## config.mk

```make
export PLATFORM = sky130hd
export DESIGN_NAME = linear_adsr_envelope
export DESIGN_NICKNAME = d
export VERILOG_FILES = /design/src/rtl/core/adsr_pkg.sv /design/src/rtl/core/adsr_div.sv /design/src/rtl/core/adsr_steps.sv /design/src/rtl/core/linear_adsr_envelope.sv
export SDC_FILE = /design/constraint.sdc
export NUM_CORES = 2
export LEC_CHECK = 0
export BUFFER_PORTS_ARGS = -buffer_cell sky130_fd_sc_hd__clkbuf_2
export CAP_MARGIN = 15
export CORE_ASPECT_RATIO = 0.75
export CORE_MARGIN = 1.5
export CORE_UTILIZATION = 30
export DETAILED_ROUTE_END_ITERATION = 12
export PLACE_DENSITY = 0.44
export SLEW_MARGIN = 20
export SYNTH_ARGS = -nofsm -noshare
export SYNTH_HDL_FRONTEND = slang
export SYNTH_SLANG_ARGS = --single-unit
```

## constraint.sdc

```tcl
create_clock -name clk -period 10.55 [get_ports clk]
set_input_delay 0.5275 -clock clk [delete_from_list [all_inputs] [get_ports clk]]
set_output_delay 0.5275 -clock clk [all_outputs]
set_load 0.01 [all_outputs]
```

## src/rtl/core/adsr_pkg.sv

```systemverilog
`timescale 1ns / 1ps

package adsr_pkg;

	localparam int FRAC   = 24;
	localparam int ENVW   = FRAC + 2;
	localparam int ONE    = 1 << FRAC;
	localparam int SNAP   = (ONE + 500) / 1000;

	localparam int RATEW  = 18;
	localparam int MSW    = 13;
	localparam int SUSW   = 25;
	localparam int SUS_FULL = 16777216;

	// divider geometry: numerator is 1000 * (value <= ONE), quotient capped to QW bits
	localparam int DENW   = RATEW + MSW;
	localparam int NUMW   = FRAC + 10;
	localparam int QW     = FRAC + 2;
	localparam int UPW    = NUMW - QW;
	localparam int REMW   = DENW + 1;
	localparam int CNTW   = $clog2(QW + 1);

	localparam int ADW    = FRAC;
	localparam int RELW   = FRAC + 1;
	localparam int SUSFW  = FRAC + 1;

	localparam int SUS_SHL = (FRAC >= 24) ? FRAC - 24 : 0;
	localparam int SUS_SHR = (FRAC < 24) ? 24 - FRAC : 0;

	localparam int NREG   = 5;
	localparam int ADDRW  = $clog2(NREG * 4);
	localparam int IDXW   = ADDRW - 2;
	localparam int DATAW  = 32;

	localparam logic [IDXW-1:0] REG_RATE    = IDXW'(0);
	localparam logic [IDXW-1:0] REG_ATTACK  = IDXW'(1);
	localparam logic [IDXW-1:0] REG_DECAY   = IDXW'(2);
	localparam logic [IDXW-1:0] REG_SUSTAIN = IDXW'(3);
	localparam logic [IDXW-1:0] REG_RELEASE = IDXW'(4);

	localparam logic [RATEW-1:0] RATE_RST = RATEW'(44100);
	localparam logic [MSW-1:0]   MS_RST   = MSW'(500);
	localparam logic [SUSW-1:0]  SUS_RST  = SUSW'(8388608);

	typedef struct packed {
		logic [ADW-1:0]  att;
		logic [ADW-1:0]  dec;
		logic [RELW-1:0] rel;
	} steps_t;

	// sustain register (Q0.24, saturated at full scale) to Q.FRAC
	function automatic logic [SUSFW-1:0] sus_fx(input logic [SUSW-1:0] s);
		logic [SUSW-1:0]         c;
		logic [SUSW+SUS_SHL-1:0] t;
		c = (s > SUSW'(SUS_FULL)) ? SUSW'(SUS_FULL) : s;
		t = (SUSW + SUS_SHL)'(c) << SUS_SHL;
		return SUSFW'(t >> SUS_SHR);
	endfunction

endpackage

```

## src/rtl/core/adsr_div.sv

```systemverilog
`timescale 1ns / 1ps

module adsr_div (
	input  logic                        clk,
	input  logic                        arst_n,
	input  logic                        start,
	input  logic [adsr_pkg::NUMW-1:0]   num,
	input  logic [adsr_pkg::DENW-1:0]   den,
	output logic                        done,
	output logic                        ovf,
	output logic [adsr_pkg::QW-1:0]     quo
);

	logic [adsr_pkg::DENW-1:0] den_q;
	logic [adsr_pkg::REMW-1:0] rem_q;
	logic [adsr_pkg::QW-1:0]   lo_q;
	logic [adsr_pkg::QW-1:0]   quo_q;
	logic [adsr_pkg::CNTW-1:0] cnt_q;
	logic                      busy_q;
	logic                      done_q;
	logic                      ovf_q;

	logic [adsr_pkg::REMW-1:0] rem2;
	logic                      ge;

	// restoring division, one quotient bit a cycle
	assign rem2 = {rem_q[adsr_pkg::REMW-2:0], lo_q[adsr_pkg::QW-1]};
	assign ge   = rem2 >= {1'b0, den_q};

	always_ff @(posedge clk or negedge arst_n) begin
		if (!arst_n) begin
			busy_q <= 1'b0;
			done_q <= 1'b0;
			cnt_q  <= '0;
		end else if (start) begin
			busy_q <= 1'b1;
			done_q <= 1'b0;
			cnt_q  <= adsr_pkg::CNTW'(adsr_pkg::QW);
		end else if (busy_q) begin
			cnt_q <= cnt_q - adsr_pkg::CNTW'(1);
			if (cnt_q == adsr_pkg::CNTW'(1)) begin
				busy_q <= 1'b0;
				done_q <= 1'b1;
			end
		end else begin
			done_q <= 1'b0;
		end
	end

	always_ff @(posedge clk) begin
		if (start) begin
			den_q <= den;
			rem_q <= adsr_pkg::REMW'(num[adsr_pkg::NUMW-1:adsr_pkg::QW]);
			lo_q  <= num[adsr_pkg::QW-1:0];
			quo_q <= '0;
			// upper numerator bits already hold a whole divisor: quotient too big
			// (also covers a zero divisor)
			ovf_q <= adsr_pkg::DENW'(num[adsr_pkg::NUMW-1:adsr_pkg::QW]) >= den;
		end else if (busy_q) begin
			rem_q <= ge ? rem2 - {1'b0, den_q} : rem2;
			lo_q  <= {lo_q[adsr_pkg::QW-2:0], 1'b0};
			quo_q <= {quo_q[adsr_pkg::QW-2:0], ge};
		end
	end

	assign done = done_q;
	assign ovf  = ovf_q;
	assign quo  = quo_q;

endmodule

```

## src/rtl/core/adsr_steps.sv

```systemverilog
`timescale 1ns / 1ps

module adsr_steps (
	input  logic                         clk,
	input  logic                         arst_n,
	input  logic                         recalc,
	input  logic [adsr_pkg::RATEW-1:0]   rate,
	input  logic [adsr_pkg::MSW-1:0]     att_ms,
	input  logic [adsr_pkg::MSW-1:0]     dec_ms,
	input  logic [adsr_pkg::MSW-1:0]     rel_ms,
	input  logic [adsr_pkg::SUSFW-1:0]   sus,
	output logic                         ready,
	output adsr_pkg::steps_t             steps
);

	localparam logic [1:0] ST_LOAD = 2'd0;
	localparam logic [1:0] ST_WAIT = 2'd1;
	localparam logic [1:0] ST_DONE = 2'd2;

	localparam logic [1:0] PH_ATT = 2'd0;
	localparam logic [1:0] PH_DEC = 2'd1;
	localparam logic [1:0] PH_REL = 2'd2;

	logic [1:0] state_q;
	logic [1:0] phase_q;

	adsr_pkg::steps_t steps_q;

	logic [adsr_pkg::MSW-1:0]   ms;
	logic [adsr_pkg::SUSFW-1:0] base;
	logic [adsr_pkg::QW-1:0]    lim;
	logic [adsr_pkg::NUMW-1:0]  num;
	logic [adsr_pkg::DENW-1:0]  den;
	logic                       div_start;
	logic                       div_done;
	logic                       div_ovf;
	logic [adsr_pkg::QW-1:0]    div_quo;
	logic [adsr_pkg::QW-1:0]    qc;

	always_comb begin
		case (phase_q)
			PH_ATT: begin
				ms   = att_ms;
				base = adsr_pkg::SUSFW'(adsr_pkg::ONE);
				lim  = adsr_pkg::QW'(adsr_pkg::ONE / 2);
			end
			PH_DEC: begin
				ms   = dec_ms;
				base = adsr_pkg::SUSFW'(adsr_pkg::ONE) - sus;
				lim  = adsr_pkg::QW'(adsr_pkg::ONE / 2);
			end
			default: begin
				ms   = rel_ms;
				base = sus;
				lim  = adsr_pkg::QW'(adsr_pkg::ONE);
			end
		endcase
	end

	assign num = adsr_pkg::NUMW'(base) * adsr_pkg::NUMW'(1000);
	assign den = adsr_pkg::DENW'(rate) * adsr_pkg::DENW'(ms);
	assign div_start = (state_q == ST_LOAD) && !recalc;

	adsr_div u_div (
		.clk    (clk),
		.arst_n (arst_n),
		.start  (div_start),
		.num    (num),
		.den    (den),
		.done   (div_done),
		.ovf    (div_ovf),
		.quo    (div_quo)
	);

	// clamp to [1 LSB, limit]
	always_comb begin
		if (div_ovf || div_quo > lim) begin
			qc = lim;
		end else if (div_quo == '0) begin
			qc = adsr_pkg::QW'(1);
		end else begin
			qc = div_quo;
		end
	end

	always_ff @(posedge clk or negedge arst_n) begin
		if (!arst_n) begin
			state_q <= ST_LOAD;
			phase_q <= PH_ATT;
		end else if (recalc) begin
			state_q <= ST_LOAD;
			phase_q <= PH_ATT;
		end else begin
			case (state_q)
				ST_LOAD: begin
					state_q <= ST_WAIT;
				end
				ST_WAIT: begin
					if (div_done) begin
						if (phase_q == PH_REL) begin
							state_q <= ST_DONE;
						end else begin
							phase_q <= phase_q + 2'd1;
							state_q <= ST_LOAD;
						end
					end
				end
				ST_DONE: begin
					state_q <= ST_DONE;
				end
				default: begin
					state_q <= ST_LOAD;
					phase_q <= PH_ATT;
				end
			endcase
		end
	end

	always_ff @(posedge clk) begin
		if (state_q == ST_WAIT && div_done && !recalc) begin
			case (phase_q)
				PH_ATT:  steps_q.att <= adsr_pkg::ADW'(qc);
				PH_DEC:  steps_q.dec <= adsr_pkg::ADW'(qc);
				default: steps_q.rel <= adsr_pkg::RELW'(qc);
			endcase
		end
	end

	assign ready = (state_q == ST_DONE);
	assign steps = steps_q;

endmodule

```

## src/rtl/core/linear_adsr_envelope.sv

```systemverilog
`timescale 1ns / 1ps

// Linear ADSR envelope, one gate item per audio sample, one result item (envelope in signed
// Q2.24 and the active flag) per item. Items are taken once the step sizes are known and no
// result is held back by out_stall. The attack, decay and release steps are worked out from
// the registers by a shared bit-serial divider, one quotient bit a cycle, three divisions in
// turn: after reset and after every register write the block holds in_stall high while the
// steps are recomputed. Registers are to be written over the APB port only while no item is
// in flight, a rule the block itself leaves to the user.

module linear_adsr_envelope (
	input  logic                              clk,
	input  logic                              arst_n,
	input  logic                              psel,
	input  logic                              penable,
	input  logic                              pwrite,
	input  logic [adsr_pkg::ADDRW-1:0]        paddr,
	input  logic [adsr_pkg::DATAW-1:0]        pwdata,
	output logic [adsr_pkg::DATAW-1:0]        prdata,
	output logic                              pready,
	input  logic                              in_valid,
	output logic                              in_stall,
	input  logic                              gate,
	output logic                              out_valid,
	input  logic                              out_stall,
	output logic signed [adsr_pkg::ENVW-1:0]  envelope,
	output logic                              active
);

	localparam int SUMW = adsr_pkg::ENVW + 1;

	logic [adsr_pkg::RATEW-1:0] rate_q;
	logic [adsr_pkg::MSW-1:0]   att_ms_q;
	logic [adsr_pkg::MSW-1:0]   dec_ms_q;
	logic [adsr_pkg::SUSW-1:0]  sus_lvl_q;
	logic [adsr_pkg::MSW-1:0]   rel_ms_q;

	logic                       cfg_wr;
	logic [adsr_pkg::IDXW-1:0]  idx;

	logic signed [adsr_pkg::ENVW-1:0] env_q;
	logic                             att_q;
	logic                             run_q;
	logic                             prev_q;
	logic                             out_valid_q;

	logic                       steps_ready;
	adsr_pkg::steps_t           steps;
	logic [adsr_pkg::SUSFW-1:0] sus;
	logic                       accept;

	logic                             start;
	logic                             att_c;
	logic                             run_c;
	logic signed [SUMW-1:0]           addend;
	logic signed [SUMW-1:0]           sum;
	logic signed [adsr_pkg::ENVW-1:0] sat;
	logic signed [adsr_pkg::ENVW-1:0] sus_snap;
	logic signed [adsr_pkg::ENVW-1:0] rel_neg;
	logic signed [adsr_pkg::ENVW-1:0] env_n;
	logic                             att_n;
	logic                             run_n;

	// register port
	assign cfg_wr = psel & penable & pwrite;
	assign idx    = paddr[adsr_pkg::ADDRW-1:2];
	assign pready = 1'b1;

	always_ff @(posedge clk or negedge arst_n) begin
		if (!arst_n) begin
			rate_q    <= adsr_pkg::RATE_RST;
			att_ms_q  <= adsr_pkg::MS_RST;
			dec_ms_q  <= adsr_pkg::MS_RST;
			sus_lvl_q <= adsr_pkg::SUS_RST;
			rel_ms_q  <= adsr_pkg::MS_RST;
		end else if (cfg_wr) begin
			case (idx)
				adsr_pkg::REG_RATE:    rate_q    <= pwdata[adsr_pkg::RATEW-1:0];
				adsr_pkg::REG_ATTACK:  att_ms_q  <= pwdata[adsr_pkg::MSW-1:0];
				adsr_pkg::REG_DECAY:   dec_ms_q  <= pwdata[adsr_pkg::MSW-1:0];
				adsr_pkg::REG_SUSTAIN: sus_lvl_q <= pwdata[adsr_pkg::SUSW-1:0];
				adsr_pkg::REG_RELEASE: rel_ms_q  <= pwdata[adsr_pkg::MSW-1:0];
				default: ;
			endcase
		end
	end

	always_comb begin
		case (idx)
			adsr_pkg::REG_RATE:    prdata = adsr_pkg::DATAW'(rate_q);
			adsr_pkg::REG_ATTACK:  prdata = adsr_pkg::DATAW'(att_ms_q);
			adsr_pkg::REG_DECAY:   prdata = adsr_pkg::DATAW'(dec_ms_q);
			adsr_pkg::REG_SUSTAIN: prdata = adsr_pkg::DATAW'(sus_lvl_q);
			adsr_pkg::REG_RELEASE: prdata = adsr_pkg::DATAW'(rel_ms_q);
			default:               prdata = '0;
		endcase
	end

	assign sus = adsr_pkg::sus_fx(sus_lvl_q);

	adsr_steps u_steps (
		.clk    (clk),
		.arst_n (arst_n),
		.recalc (cfg_wr),
		.rate   (rate_q),
		.att_ms (att_ms_q),
		.dec_ms (dec_ms_q),
		.rel_ms (rel_ms_q),
		.sus    (sus),
		.ready  (steps_ready),
		.steps  (steps)
	);

	// handshake: the state registers double as the output register
	assign in_stall = ~steps_ready | (out_valid_q & out_stall);
	assign accept   = in_valid & ~in_stall;

	// one sample of the envelope
	always_comb begin
		start = gate & ~prev_q;
		att_c = att_q | start;
		run_c = run_q | start;

		if (!gate) begin
			addend = -$signed({2'b00, steps.rel});
		end else if (att_c) begin
			addend = $signed({3'b000, steps.att});
		end else begin
			addend = -$signed({3'b000, steps.dec});
		end

		sum = $signed({env_q[adsr_pkg::ENVW-1], env_q}) + addend;
		if (sum[SUMW-1] != sum[SUMW-2]) begin
			sat = sum[SUMW-1] ? {1'b1, {(adsr_pkg::ENVW-1){1'b0}}}
			                  : {1'b0, {(adsr_pkg::ENVW-1){1'b1}}};
		end else begin
			sat = sum[adsr_pkg::ENVW-1:0];
		end

		sus_snap = $signed(adsr_pkg::ENVW'(sus)) + $signed(adsr_pkg::ENVW'(adsr_pkg::SNAP));
		rel_neg  = -$signed({1'b0, steps.rel});

		env_n = env_q;
		att_n = att_c;
		run_n = run_c;
		if (run_c) begin
			if (gate) begin
				if (att_c) begin
					env_n = sat;
					if (sat >= $signed(adsr_pkg::ENVW'(adsr_pkg::ONE))) begin
						att_n = 1'b0;
					end
				end else if (env_q <= sus_snap) begin
					env_n = $signed({1'b0, sus});
				end else begin
					env_n = sat;
				end
			end else begin
				env_n = sat;
				if (sat <= rel_neg) begin
					run_n = 1'b0;
				end
			end
		end else begin
			env_n = '0;
		end
	end

	always_ff @(posedge clk or negedge arst_n) begin
		if (!arst_n) begin
			env_q       <= '0;
			att_q       <= 1'b0;
			run_q       <= 1'b0;
			prev_q      <= 1'b1;
			out_valid_q <= 1'b0;
		end else begin
			if (accept) begin
				env_q       <= env_n;
				att_q       <= att_n;
				run_q       <= run_n;
				prev_q      <= gate;
				out_valid_q <= 1'b1;
			end else if (!out_stall) begin
				out_valid_q <= 1'b0;
			end
		end
	end

	assign out_valid = out_valid_q;
	assign envelope  = env_q;
	assign active    = run_q;

endmodule

```

# After elaboration in Yosys (flattened, before gate mapping)
# Cells that the tools add are included.
# Widths: inputs -> output; s select.
# totals
register_bits	308
in_bits	45
out_inout_bits	62
word_cells	135
# classes
addsub	9
n_mul	2
n_lt_le_gt_ge	7
n_eq_ne	15
muxes	45
n_bitwise	12
reduce_logical	21
# ops
op	n
$mux 26	8
$pmux 25 s5	1
$mux 25	4
$mux 27	2
$le 26x26->1	2
$pmux 25 s2	1
$ge 32x31->1	1
$ge 8x31->1	1
$mul 18x13->31	1
$mul 25x7->31 const B	1
$mux 31	1
$sub 31x31->31	1
$add 26x27->27	1
$neg 24->27	1
$neg 25->27	1
$add 25x15->26 const B	1
$ge 26x26->1 const B	1
$gt 26x25->1	1
$logic_not 26->1	1
$neg 25->26	1
$pmux 13 s2	1
$gt 25x25->1 const B	1
$sub 25x25->25 const A	1
$mux 8	2
29 further kinds	74

# Logic depth before layout (Yosys ltp)
# logic_depth
depth_word	13
depth_mapped	38
mapped_depth_nobuf	37

# Modules after synthesis
# Synthesis repeated with hierarchy kept, for this count alone.
# hier_totals
cells_unflattened	3555
area_unflattened_um2	32645.1
# modules_own_cells
module	instances	cells_per_inst	area_per_inst_um2
adsr_steps	1	1736	15944.0
linear_adsr_envelope	1	1156	9927.0
adsr_div	1	663	6774.0

# Least setup slack after synthesis
# No wires, ideal clock.
# synth_path
path_type	flip-flop to flip-flop
start	register sus_lvl_q[3] in the netlist's numbering
end	register u_steps.u_div.ovf_q, in the netlist u_steps.u_div.ovf, data pin
t_arrival_ps	8507
slack_ps	1867
path_stages_with_launch	36
n_path_buf	1
cell_sequence	dfrtp_1 > clkbuf_1 > nor3_1 > nand4_1 > o31ai_2 > nand2_1 > ha_1 > inv_1 > a21o_1 > xnor2_1 > o21ai_0 > fa_1 > inv_1 > fa_1 > fa_1 > inv_1 > fa_1 > ha_1 > a21o_1 > a21o_1 > a2111oi_0 > o31ai_1 > nor2_1 > o21ai_0 > a21o_1 > xor2_1 > ha_1 > o21a_1 > o21ai_0 > o21ai_0 > a31oi_1 > nor4_1 > nand4b_1 > nor4_1 > nand4bb_1 > nor4_1
# synth_via
elab_chain_len	6
# synth_lines
element	line	source
from (decl)	linear_adsr_envelope.sv:35	logic [adsr_pkg::SUSW-1:0] sus_lvl_q;
from (signal assigned)	linear_adsr_envelope.sv:74	sus_lvl_q <= adsr_pkg::SUS_RST;
from (signal assigned)	linear_adsr_envelope.sv:81	adsr_pkg::REG_SUSTAIN: sus_lvl_q <= pwdata[adsr_pkg::SUSW-1:0];
$gt 25x25->1	adsr_pkg.sv:55	c = (s > SUSW'(SUS_FULL)) ? SUSW'(SUS_FULL) : s;
$mux 25 (*)	adsr_pkg.sv:55	
$sub 25x25->25	adsr_steps.sv:49	base = adsr_pkg::SUSFW'(adsr_pkg::ONE) - sus;
$pmux 25 s2 (*)	adsr_steps.sv:41	case (phase_q)
$mul 25x7->31 (*)	adsr_steps.sv:60	assign num = adsr_pkg::NUMW'(base) * adsr_pkg::NUMW'(1000);
$ge 8x31->1 (*)	adsr_div.sv:58	ovf_q <= adsr_pkg::DENW'(num[adsr_pkg::NUMW-1:adsr_pkg::QW]) >= den;
to (signal assigned)	adsr_div.sv:58	
to (decl)	adsr_div.sv:21	logic ovf_q;
# Every way passes the cells marked *; elsewhere a longest branch is shown, timed or not.
# A chain may end at the register's enable or synchronous reset.

# Worst setup path after layout
# layout_path
start	register sus_lvl_q[13] in the netlist's numbering
end	register u_steps.u_div.ovf_q, in the netlist u_steps.u_div.ovf, data pin
# The elaborated chain is that of the path after synthesis.

==> impl_metrics.ini <==
[worst_setup_path]
endpoint_kind = flip-flop
critPathMaxStageDelay_ns = 0.53
worst-path-max-fanout = 11
r2r_cells = 37
regToRegSetupSlack_ns = 1.14
crit_type = reg2reg
cpLargestDelayFamily = compound AO/OA/AOI/OAI gates
worst-path-buf-inv = 4
reg2reg_from = sus_lvl_q[13]
worst_ep_required_time_ns = 10.86
r2r_end = u_steps.u_div.ovf
cp_slowest_cell = dfrtp_1
cp-start-kind = flip-flop
arrival_ns = 9.72

[die]
pin_count = 107
die_area_um2 = 108000
start_util_pct = 30.2
die_h_um = 285
die_w_um = 379
row_count = 103
core-area_um2 = 105000

[synth]
seq_area_frac_synth_pct = 25.7
synth_warnings = 0
synth_cell_types = 98
synth_edf_count = 136
syn-cell-area_um2 = 31800
syn_inst = 3463
synth_ff_type = edfxtp_1
avgSynthCellArea_um2 = 9.18
ys_async_sr_fraction_pct = 39.9
ys_seq_elements = 308

[timing]
hold_ws_ns = 0.171
tightest_slew_ns = 1.01
min_period_ns = 9.41
fin_worst_skew_ns = 0.0219
setup_ws_ns = 1.14
tns_ns = 0
max_freq_mhz = 106
setup_violations = 0
finalCritPeriodShare_pct = 89.2
slew_headroom_pct = 32.7
slew_violations = 0
rsz0062_at_grt = false
hold_violations = 0

[placement]
port_buffers = 89
pre_cts_slack_ns = 1.10
hpwl_um = 81400
gp_congestion = 0.866

[cts]
clk_latency_ns = 0.59
cts.path.max_buffers = 3
cts.reportedPaths.clkPinSlew_ns = 0.06
htreeDepth = 2
cts_buffers = 39
root_buffer = clkbuf_16
cts_tree = yes
ctsResizeCount = 0
cts.sinks = 308

[global_route]
grtUsageTotal_pct = 19.2
antenna_found_initial = 3
grt_max_degree = 76
overflow = 0
grt_pass1_wl_um = 158000
grt_pass1_vias = 24700

[drt]
avgRoutedWirePerCell_um = 20.8
drc = 0
vias = 25200
final_antenna_net_count = 0
routed_wl_um = 103000
first_pass_iters = 5
drt-initial-drc-count = 1785
vias_per_cell = 5.08

[cells_and_area]
final_nets = 4105
area_delta_synth_final_pct = 11.1
regArea_um2 = 8180
multi_input_area_um2 = 21500
diodes = 0
fill_cells = 11100
drive_above_1_share_pct = 11.1

[worst_hold_path]
worstHoldEndpoint = sus_lvl_q[20]
min-delay-start = pwdata[20]
worstHoldPathCells = 3
hp-class = in2reg

[run]
max_cap_violations = 0

[outcome]
status = finished clean
-- state kept, by name, indices dropped and copies added (netlist names) --
name and cells:
u_steps.steps 73, u_steps.u_div.den_q 31, u_steps.u_div.rem_q 31, envelope 26
u_steps.u_div.quo 26, sus_lvl_q 25, u_steps.u_div.lo_q 23, rate_q 18
att_ms_q 13, dec_ms_q 13, rel_ms_q 13, u_steps.u_div.cnt_q 5
u_steps.phase_q 2, u_steps.state_q 2, active 1, att_q 1
out_valid 1, prev_q 1, u_steps.u_div.busy_q 1, u_steps.u_div.done 1
u_steps.u_div.ovf 1
-- worst max-delay path by stage --
stage / startpoint / end / slack [ns] / cells past startpoint
2_1_floorplan: sus_lvl_q[3] / u_steps.u_div.ovf / 1.87 / 35
3_3_place_gp: sus_lvl_q[13] / u_steps.u_div.ovf / 1.17 / 37
3_5_place_dp: sus_lvl_q[13] / u_steps.u_div.ovf / 1.10 / 37
4_1_cts: sus_lvl_q[13] / u_steps.u_div.ovf / 1.11 / 37
5_1_grt: sus_lvl_q[13] / u_steps.u_div.ovf / 0.37 / 36
6_report: sus_lvl_q[13] / u_steps.u_div.ovf / 1.14 / 37
-- cells in the mapped netlist (all sizes together) (7+ instances only) --
cell / n / share of area [%]
a2111oi: 9 / 0.27
a211oi: 26 / 0.61
a21o: 91 / 2.1
a21oi: 153 / 2.4
a22o: 10 / 0.28
a22oi: 27 / 0.64
a311oi: 12 / 0.33
a31oi: 21 / 0.41
a32oi: 13 / 0.36
and2: 54 / 1.1
and3: 30 / 0.59
and4: 7 / 0.19
buf: 24 / 0.45
clkbuf: 128 / 1.5
dfrtp: 97 / 7.6
dfstp: 26 / 2.1
dfxtp: 49 / 3.1
edfxtp: 136 / 13
fa: 268 / 17
ha: 271 / 11
inv: 406 / 4.8
mux2: 90 / 3.2
mux2i: 62 / 2.0
nand2: 379 / 4.5
nand2b: 32 / 0.63
nand3: 55 / 0.87
nand3b: 9 / 0.21
nand4: 29 / 0.57
nor2: 215 / 2.5
nor2b: 91 / 1.8
nor3: 57 / 0.90
nor4: 33 / 0.65
o211ai: 19 / 0.46
o21a: 26 / 0.61
o21ai: 168 / 2.7
o21bai: 9 / 0.21
o22ai: 18 / 0.35
o31ai: 24 / 0.58
or2: 14 / 0.28
or3: 15 / 0.31
xnor2: 89 / 2.5
xor2: 70 / 2.0
-- kinds of logic after synthesis --
logic type | Yosys count | share of synthesized area, %
AOI/OAI and AO/OA | 697 | 14.5
xor gates and xnor gates | 159 | 4.43
adders and majority gates | 545 | 27.8
buffers and inverters | 559 | 6.77
DFF | 308 | 25.7
muxes | 152 | 5.14
other | 2 | 0.0236
and+or+nand+nor | 1041 | 15.7
-- final cells by class --
class                           count  area share, %
Clock buffer                       46           2.95
Clock inverter                     25          0.716
Inverter                          407           4.33
Multi-Input combinational cell   2603           61.0
Sequential cell                   308           23.2
Tap cell                         1417           5.02
Timing Repair Buffer              162           2.84
-- routing by layer --
layer	up-vias	wire, µm	GRT usage, %
li1	12000	-	-
met5	-	14	0
met4	2	1730	3.83
met2	710	37400	23.9
met3	96	7470	4.17
met1	12400	56900	32.2
-- metrics by stage --
| stage | cell area, µm² | utilization, % | std cells |
|---|---|---|---|
| 6_report | 35300 | 33.6 | 4968 |
| 5_1_grt | 35300 | 33.6 | 4968 |
| 4_1_cts | 35300 | 33.6 | 4968 |
| 3_5_place_dp | 34000 | 32.3 | 4896 |
| 3_3_place_gp | 34000 | 32.3 | 4896 |
| 2_1_floorplan | 31800 | - | 3470 |
-- cells in the final DEF (no fill, tap or decap), types with 30 or more instances in the layout --
cell and n:
a21o_1 91, edfxtp_1 136, nor4_1 31, buf_4 72
o21ai_0 164, clkbuf_16 39, clkbuf_2 88, and3_1 30
nor2_1 210, and2_1 52, nor3_1 55, nand3_1 55
a21oi_1 151, fa_1 268, mux2_2 90, mux2i_1 62
dfxtp_1 49, nand2b_1 32, inv_1 405, xor2_1 69
dfrtp_1 96, nand2_1 378, nor2b_1 91, xnor2_1 88
ha_1 270
-- worst min-delay path, delay by kind of cell --
kind / cells / cell delay (ns)
AO/OA/AOI/OAI: 1 / 0.06
AND/OR/NAND/NOR: 1 / 0.04
buffers and inverters: 1 / 0.08
-- what timing repair did --
action | CTS | global route
hold buffers | 1 | 0
hold endpoints to repair | 33 | 0
buffers inserted | 0 | 0
Power is left out: the tool's default activity adds up to more than one toggle a clock period on the data nets, which glitch-free logic cannot reach.
